<file path="src/rtl/mrc_pkg.sv">
// Shared types, constants and CRC helper for the metadata record checker.
// No dependencies; imported by every module under rtl/.
package mrc_pkg;

  localparam int unsigned NumWords   = 5;
  localparam int unsigned QueueDepth = 2;
  localparam int unsigned QueueIdxW  = $clog2(QueueDepth);
  localparam int unsigned QueueCntW  = $clog2(QueueDepth + 1);

  localparam logic [4:0]  RecLen      = 5'd26;
  localparam logic [4:0]  CountSat    = 5'd27;
  localparam logic [4:0]  MagicEnd    = 5'd4;
  localparam logic [4:0]  FieldEnd    = 5'd24;
  localparam logic [15:0] CrcPoly     = 16'h1021;
  localparam logic [15:0] CrcInit     = 16'hFFFF;
  localparam logic [31:0] VersionInit = 32'd1;

  typedef enum logic [2:0] {
    STAT_OK       = 3'd0,
    STAT_LENGTH   = 3'd1,
    STAT_MAGIC    = 3'd2,
    STAT_VERSION  = 3'd3,
    STAT_RESERVED = 3'd4,
    STAT_CRC      = 3'd5
  } status_e;

  typedef struct packed {
    logic [7:0] data_byte;
    logic       last_byte;
  } rec_in_t;

  typedef struct packed {
    status_e     status;
    logic [31:0] version_word;
    logic [31:0] reserved_word;
    logic [31:0] stream_ident;
    logic [31:0] stream_era;
    logic [31:0] last_op;
  } rec_out_t;

  // end-of-record summary handed from front to back
  typedef struct packed {
    logic                         len_ok;
    logic                         magic_ok;
    logic [NumWords-1:0][31:0]    words;
    logic [15:0]                  crc;
    logic [15:0]                  stored_crc;
  } rec_sum_t;

  function automatic logic [15:0] crc_byte(input logic [15:0] crc_in, input logic [7:0] b);
    logic [15:0] c;
    c = crc_in ^ {b, 8'h00};
    for (int i = 0; i < 8; i++) begin
      c = c[15] ? ({c[14:0], 1'b0} ^ CrcPoly) : {c[14:0], 1'b0};
    end
    return c;
  endfunction

  function automatic logic [7:0] magic_byte(input logic [1:0] idx);
    logic [7:0] m;
    unique case (idx)
      2'd0:    m = 8'h4E;
      2'd1:    m = 8'h38;
      2'd2:    m = 8'h41;
      default: m = 8'h4D;
    endcase
    return m;
  endfunction

endpackage

</file>
<file path="src/rtl/metadata_record_checker_core.sv">
// Top level of the metadata record checker: config register, front, queue, back.
// Depends on mrc_pkg, mrc_front, mrc_queue, mrc_back.
//
//   channel   handshake            payload
//   input     push / full          rec_i     (rec_in_t, one byte word)
//   result    empty / pop          res_o     (rec_out_t, one per record)
//   config    psel/penable/pwrite  paddr, pwdata, prdata (expected_version at 0)
//
// One byte word per cycle while full is low. A record's result goes from the queue through
// the zero-byte CRC stage into the result register. Reset clears counters and
// valid bits and sets expected_version to 1. A stalled result side fills the two-entry
// queue and then raises full; until then bytes keep flowing.
module metadata_record_checker_core
  import mrc_pkg::*;
(
  input  logic        clk_i,
  input  logic        rst_ni,
  input  logic        push,
  output logic        full,
  input  rec_in_t     rec_i,
  output logic        empty,
  input  logic        pop,
  output rec_out_t    res_o,
  input  logic        psel,
  input  logic        penable,
  input  logic        pwrite,
  input  logic [2:0]  paddr,
  input  logic [31:0] pwdata,
  output logic [31:0] prdata,
  output logic        pready
);

  logic [31:0] expected_version_q;
  logic        accept, sum_push, q_pop, q_empty, reg_sel;
  rec_sum_t    sum, q_head;

  assign pready  = 1'b1;
  assign reg_sel = ~paddr[2];
  assign prdata  = reg_sel ? expected_version_q : '0;

  always_ff @(posedge clk_i or negedge rst_ni) begin
    if (!rst_ni) begin
      expected_version_q <= VersionInit;
    end else if (psel && penable && pwrite && reg_sel) begin
      expected_version_q <= pwdata;
    end
  end

  assign accept = push & ~full;

  mrc_front u_front (
    .clk_i      (clk_i),
    .rst_ni     (rst_ni),
    .accept_i   (accept),
    .rec_i      (rec_i),
    .sum_push_o (sum_push),
    .sum_o      (sum)
  );

  mrc_queue u_queue (
    .clk_i   (clk_i),
    .rst_ni  (rst_ni),
    .push_i  (sum_push),
    .wdata_i (sum),
    .pop_i   (q_pop),
    .rdata_o (q_head),
    .full_o  (full),
    .empty_o (q_empty)
  );

  mrc_back u_back (
    .clk_i              (clk_i),
    .rst_ni             (rst_ni),
    .q_empty_i          (q_empty),
    .q_head_i           (q_head),
    .q_pop_o            (q_pop),
    .expected_version_i (expected_version_q),
    .pop_i              (pop),
    .empty_o            (empty),
    .res_o              (res_o)
  );

endmodule

</file>
<file path="src/rtl/mrc_front.sv">
// Front end: takes record bytes, tracks count, magic, field words and running CRC.
// Emits one summary word per record into the queue. Depends on mrc_pkg.
module mrc_front
  import mrc_pkg::*;
(
  input  logic     clk_i,
  input  logic     rst_ni,
  input  logic     accept_i,
  input  rec_in_t  rec_i,
  output logic     sum_push_o,
  output rec_sum_t sum_o
);

  logic [4:0]                count_q, count_d;
  logic [15:0]               crc_q, crc_d;
  logic                      magic_q, magic_d;
  logic [NumWords-1:0][31:0] words_q, words_d;
  logic [15:0]               stored_q, stored_d;
  logic [4:0]                off;

  always_comb begin
    count_d  = count_q;
    crc_d    = crc_q;
    magic_d  = magic_q;
    words_d  = words_q;
    stored_d = stored_q;
    off      = count_q - MagicEnd;
    if (count_q < MagicEnd) begin
      if (rec_i.data_byte != magic_byte(count_q[1:0])) begin
        magic_d = 1'b0;
      end
    end else if (count_q < FieldEnd) begin
      words_d[off[4:2]][{off[1:0], 3'b000} +: 8] = rec_i.data_byte;
      crc_d = crc_byte(crc_q, rec_i.data_byte);
    end else if (count_q < RecLen) begin
      stored_d[{count_q[0], 3'b000} +: 8] = rec_i.data_byte;
    end
    if (count_q < CountSat) begin
      count_d = count_q + 5'd1;
    end
  end

  always_ff @(posedge clk_i or negedge rst_ni) begin
    if (!rst_ni) begin
      count_q <= '0;
      crc_q   <= CrcInit;
      magic_q <= 1'b1;
    end else if (accept_i) begin
      if (rec_i.last_byte) begin
        count_q <= '0;
        crc_q   <= CrcInit;
        magic_q <= 1'b1;
      end else begin
        count_q <= count_d;
        crc_q   <= crc_d;
        magic_q <= magic_d;
      end
    end
  end

  // fully rewritten in every 26-byte record before use
  always_ff @(posedge clk_i) begin
    if (accept_i) begin
      words_q  <= words_d;
      stored_q <= stored_d;
    end
  end

  assign sum_push_o       = accept_i & rec_i.last_byte;
  assign sum_o.len_ok     = (count_d == RecLen);
  assign sum_o.magic_ok   = magic_d;
  assign sum_o.words      = words_d;
  assign sum_o.crc        = crc_d;
  assign sum_o.stored_crc = stored_d;

endmodule

</file>
<file path="src/rtl/mrc_queue.sv">
// Short queue of record summaries between front and back.
// Depends on mrc_pkg.
module mrc_queue
  import mrc_pkg::*;
(
  input  logic     clk_i,
  input  logic     rst_ni,
  input  logic     push_i,
  input  rec_sum_t wdata_i,
  input  logic     pop_i,
  output rec_sum_t rdata_o,
  output logic     full_o,
  output logic     empty_o
);

  rec_sum_t               mem_q [QueueDepth];
  logic [QueueIdxW-1:0]   wr_q, rd_q;
  logic [QueueCntW-1:0]   cnt_q;
  logic                   do_push, do_pop;

  assign full_o  = (cnt_q == QueueCntW'(QueueDepth));
  assign empty_o = (cnt_q == '0);
  assign do_push = push_i & ~full_o;
  assign do_pop  = pop_i & ~empty_o;
  assign rdata_o = mem_q[rd_q];

  always_ff @(posedge clk_i or negedge rst_ni) begin
    if (!rst_ni) begin
      wr_q  <= '0;
      rd_q  <= '0;
      cnt_q <= '0;
    end else begin
      if (do_push) begin
        wr_q <= (wr_q == QueueIdxW'(QueueDepth - 1)) ? '0 : wr_q + 1'b1;
      end
      if (do_pop) begin
        rd_q <= (rd_q == QueueIdxW'(QueueDepth - 1)) ? '0 : rd_q + 1'b1;
      end
      if (do_push && !do_pop) begin
        cnt_q <= cnt_q + QueueCntW'(1);
      end else if (!do_push && do_pop) begin
        cnt_q <= cnt_q - QueueCntW'(1);
      end
    end
  end

  always_ff @(posedge clk_i) begin
    if (do_push) begin
      mem_q[wr_q] <= wdata_i;
    end
  end

endmodule

</file>
<file path="src/rtl/mrc_back.sv">
// Back end: finishes the CRC over two zero bytes, grades the record, holds the result word.
// Depends on mrc_pkg.
module mrc_back
  import mrc_pkg::*;
(
  input  logic        clk_i,
  input  logic        rst_ni,
  input  logic        q_empty_i,
  input  rec_sum_t    q_head_i,
  output logic        q_pop_o,
  input  logic [31:0] expected_version_i,
  input  logic        pop_i,
  output logic        empty_o,
  output rec_out_t    res_o
);

  logic        s1_valid_q;
  rec_sum_t    s1_sum_q;
  logic [15:0] s1_crc_q;
  logic        out_valid_q;
  rec_out_t    res_q, res_d;
  logic        out_ready, s1_adv, take;
  logic [15:0] crc_fin;

  assign out_ready = ~out_valid_q | pop_i;
  assign s1_adv    = s1_valid_q & out_ready;
  assign take      = ~q_empty_i & (~s1_valid_q | out_ready);
  assign q_pop_o   = take;
  assign crc_fin   = crc_byte(s1_crc_q, 8'h00);

  always_comb begin
    res_d.version_word   = s1_sum_q.words[0];
    res_d.reserved_word  = s1_sum_q.words[1];
    res_d.stream_ident   = s1_sum_q.words[2];
    res_d.stream_era     = s1_sum_q.words[3];
    res_d.last_op        = s1_sum_q.words[4];
    priority if (!s1_sum_q.len_ok) begin
      res_d.status = STAT_LENGTH;
    end else if (!s1_sum_q.magic_ok) begin
      res_d.status = STAT_MAGIC;
    end else if (s1_sum_q.words[0] != expected_version_i) begin
      res_d.status = STAT_VERSION;
    end else if (s1_sum_q.words[1] != '0) begin
      res_d.status = STAT_RESERVED;
    end else if (crc_fin != s1_sum_q.stored_crc) begin
      res_d.status = STAT_CRC;
    end else begin
      res_d.status = STAT_OK;
    end
    if (!s1_sum_q.len_ok || !s1_sum_q.magic_ok) begin
      res_d.version_word   = '0;
      res_d.reserved_word  = '0;
      res_d.stream_ident   = '0;
      res_d.stream_era     = '0;
      res_d.last_op        = '0;
    end
  end

  always_ff @(posedge clk_i or negedge rst_ni) begin
    if (!rst_ni) begin
      s1_valid_q  <= 1'b0;
      out_valid_q <= 1'b0;
    end else begin
      if (take) begin
        s1_valid_q <= 1'b1;
      end else if (s1_adv) begin
        s1_valid_q <= 1'b0;
      end
      if (s1_adv) begin
        out_valid_q <= 1'b1;
      end else if (pop_i) begin
        out_valid_q <= 1'b0;
      end
    end
  end

  always_ff @(posedge clk_i) begin
    if (take) begin
      s1_sum_q <= q_head_i;
      s1_crc_q <= crc_byte(q_head_i.crc, 8'h00);
    end
    if (s1_adv) begin
      res_q <= res_d;
    end
  end

  assign empty_o = ~out_valid_q;
  assign res_o   = res_q;

endmodule
</file>
<file path="config.mk">
export PLATFORM = sky130hd
export DESIGN_NAME = metadata_record_checker_core
export DESIGN_NICKNAME = d
export VERILOG_FILES = /design/src/rtl/mrc_pkg.sv /design/src/rtl/metadata_record_checker_core.sv /design/src/rtl/mrc_front.sv /design/src/rtl/mrc_queue.sv /design/src/rtl/mrc_back.sv
export SDC_FILE = /design/constraint.sdc
export NUM_CORES = 1
export LEC_CHECK = 0
export ABC_AREA = 0
export ABC_CLOCK_PERIOD_IN_PS = 25500
export BUFFER_PORTS_ARGS = -buffer_cell sky130_fd_sc_hd__buf_2
export CORE_AREA = 2 2 258 260
export DETAILED_ROUTE_END_ITERATION = 8
export DIE_AREA = 0 0 260 262
export GPL_TIMING_DRIVEN = 0
export PLACE_DENSITY = 0.78
export SLEW_MARGIN = 20
export SYNTH_ARGS = -nofsm -noshare
export SYNTH_HDL_FRONTEND = slang
export SYNTH_HIERARCHICAL = 1
export SYNTH_SLANG_ARGS = --single-unit
</file>
<file path="constraint.sdc">
create_clock -name clk_i -period 25.5 [get_ports clk_i]
set_clock_uncertainty 0.2 [all_clocks]
set_input_delay 1.275 -clock clk_i [delete_from_list [all_inputs] [get_ports clk_i]]
set_output_delay 1.275 -clock clk_i [all_outputs]
set_load 0.1 [all_outputs]
</file>
==> results.sh <==
export IMPL_vias=21160
export IMPL_cts_buffers=92
export IMPL_num_io_pins=249
export IMPL_final_cells=3558
export IMPL_yosys_warnings=6
export IMPL_synth_area_um2=38700
export IMPL_register_area_um2=29200
export IMPL_ys_seq_area_share_pct=75.3
export IMPL_gp_congestion=0.861
export IMPL_async_reset_ff_share_pct=6.12
export IMPL_fmax_mhz=223
export IMPL_grt_max_degree=62
export IMPL_relSlewSlack_pct=18.3
export IMPL_synth_edff_count=921
export IMPL_wl_per_cell_um=25.2
export IMPL_hold_path_class="in2async"
export IMPL_clk_latency_ns=0.67
export IMPL_ys_seq_elements=981
export IMPL_hold_viol_final=0
export IMPL_vdd_drop_max_mv=0.0962
export IMPL_ant_nets=0
export IMPL_yosysMostFrequentCell="edfxtp_1"
export IMPL_synth_area_top_cells="edfxtp_1 71%, mux2_4 7.0%, dfrtp_1 2.7%"
export IMPL_syn_inst=2247
export IMPL_nets=2679
export IMPL_rsz0062_at_grt="no"
export IMPL_synth_avg_cell_area_um2=17.2
export IMPL_synth_top_area_share_pct=71.4
export IMPL_syn_to_final_growth_pct=16.7
export IMPL_holdWs_ns=0.285
export IMPL_cellPowerDensity_nw_per_um2=141
export IMPL_rows=94
export IMPL_dieWidth_um=260
export IMPL_synth_fp_nets=2310
export IMPL_cts_setup_buffers=0
export IMPL_status="completed"
export IMPL_clockBufferDepth=3
export IMPL_track_usage_pct=26.2
export IMPL_critPathMaxFanout=25
export IMPL_vias_per_cell=5.95
export IMPL_finalCritPeriodShare_pct=17.6
export IMPL_endpoint_kind="register"
export IMPL_yosys_top_cells_count="921 x edfxtp_1, 192 x nand2_1, 180 x mux2_4"
export IMPL_critPathKind="in2reg"
export IMPL_total_power_mw=6.39
export IMPL_drc=0
export IMPL_leakagePower_nw=17.3
export IMPL_hold_buffers=0
export IMPL_grt_pass1_vias=20954
export IMPL_grt_overflow_total=0
export IMPL_dieHeight_um=262
export IMPL_cts_resized=0
export IMPL_nFillCells=3994
export IMPL_worst_ep_required_time_ns=25.66
export IMPL_post_route_util_pct=69.2
export IMPL_dp_cells=3386
export IMPL_drt_iter0_drc=2117
export IMPL_finalCriticalPeriod_ns=4.49
export IMPL_drv_cap=0
export IMPL_worst_slew_pin_slew_ns=1.22
export IMPL_floorplan_initialDensity_pct=59.3
export IMPL_ctsRootBufferMaster="clkbuf_16"
export IMPL_synthFlopType="edfxtp_1"
export IMPL_clock_sinks=981
export IMPL_multi_input_area_um2=8800
export IMPL_htreeDepth=3
export IMPL_clk_pin_slew_ns=0.06
export IMPL_startpoint_type="input pin"
export IMPL_yosysTopAreaCell="edfxtp_1"
export IMPL_synth_distinct_cells=72
export IMPL_arrival_ns=4.65
export IMPL_dp_final_hpwl_um=59600
export IMPL_dieArea_um2=68100
export IMPL_final_layout_size_suffix_gt1_share_pct=29.0
export IMPL_grt_pass1_wl_um=131000
export IMPL_port_buffers=238
export IMPL_core_um2=65300
export IMPL_final_max_slew_viol_count=0
export IMPL_cts_tree="yes"
export IMPL_detailedRoute_firstPassIterationCount=6
export IMPL_wl_um=89800
export IMPL_antenna_found_initial=2
export IMPL_finalSetupViolations=0
-- layer usage --
layer	global-route usage, %	vias up	routed length (µm)
met5	0	-	0
met1	33.9	10708	34500
met3	4.61	170	6740
li1	-	9277	-
met2	44.2	1005	45300
met4	10.8	0	3290
-- registers in the layout, summed over array words and instances, names as in the netlist --
name	flops
u_front/stored_q	16
expected_version_q	32
u_back/out_valid_q	1
u_queue/cnt_q	2
u_front/words_q	160
u_queue/wr_q	1
u_back/s1_crc_q	16
u_back/s1_valid_q	1
u_front/magic_q	1
u_back/s1_sum_q	178
u_queue/mem_q	388
u_front/count_q	5
u_queue/rd_q	1
u_front/crc_q	16
u_back/res_o	163
-- worst paths after layout --
path                                           startpoint                                  to  slack [ns]  depth (start not counted)
setup / recovery                                     push      u_queue/mem_q[0][93]$_DFFE_PP_       21.01                         14
hold / removal                                     rst_ni  expected_version_q[12]$_DFFE_PN0P_        0.28                          1
setup reg to reg             u_queue/cnt_q[0]$_DFFE_PN0P_      u_queue/mem_q[0][93]$_DFFE_PP_       21.01                         15
hold reg to reg            u_back/out_valid_q$_DFFE_PN0P_      u_back/out_valid_q$_DFFE_PN0P_        0.31                          2
max in group asynchronous                          rst_ni        u_front/crc_q[4]$_DFFE_PN1P_       24.18                          2
min in group clk_i         u_back/out_valid_q$_DFFE_PN0P_      u_back/out_valid_q$_DFFE_PN0P_        0.31                          2
-- stage by stage --
step                worst slack (ns)  setup TNS (ns)  instance area [µm²]
global placement               -2.74         -524.96                41000
detailed placement             20.38               0                42000
CTS                            21.06               0                45200
finish                         21.01               0                45200
global route                   20.79               0                45200
floorplan                       6.76               0                38700
-- cells by family after synthesis --
family,after synthesis,share of synthesized area (%)
buf+inv,145,2.06
xor+xnor,101,2.41
other cells,1,0.00968
fa+ha+maj,12,0.388
flops,981,75.3
compound gates,238,3.60
mux,259,9.29
simple gates,510,6.91
-- area by class of cell --
cell class              instances  share of cell area, %
well taps                     864                   2.39
diodes                          1                0.00554
inverters                      28                  0.233
plain buffers                 117                   1.54
clock buffers                 109                   5.28
clock inverters                62                   1.83
multi-input cells            1121                   19.5
flip-flops and latches        981                   64.6
repair buffers                275                   4.67
-- cells in the final DEF, fill, tap and decap left out, drive strengths merged, types with 9 or more instances in the layout --
cell type / count
a211oi: 9
a21oi: 23
and3: 162
buf: 340
bufinv: 16
clkbuf: 161
clkinv: 39
dfrtp: 42
dfstp: 18
edfxtp: 921
ha: 12
inv: 31
mux2: 253
nand2: 192
nand3: 10
nand4: 13
nor2: 42
nor2b: 37
nor3: 12
nor4: 16
o211ai: 10
o21ai: 162
xnor2: 73
xor2: 25
-- worst max-delay path: stages --
cell      delay [ns]
buf_2           0.08
nor2b_4         0.37
buf_12          0.25
clkbuf_1        0.38
inv_1           0.21
nor2_1          0.35
nand2_1         0.23
nor2_4          0.30
buf_16          0.22
buf_12          0.21
buf_16          0.18
buf_16          0.18
buf_16          0.18
buf_16          0.18
-- report_power, final --
part	switching (mW)	leakage [nW]	internal (mW)
Sequential	0.193	9.45	2.44
Clock	0.601	1.56	0.840
Combinational	1.68	6.27	0.639
Note: power is estimated with default switching activity, not from simulation.
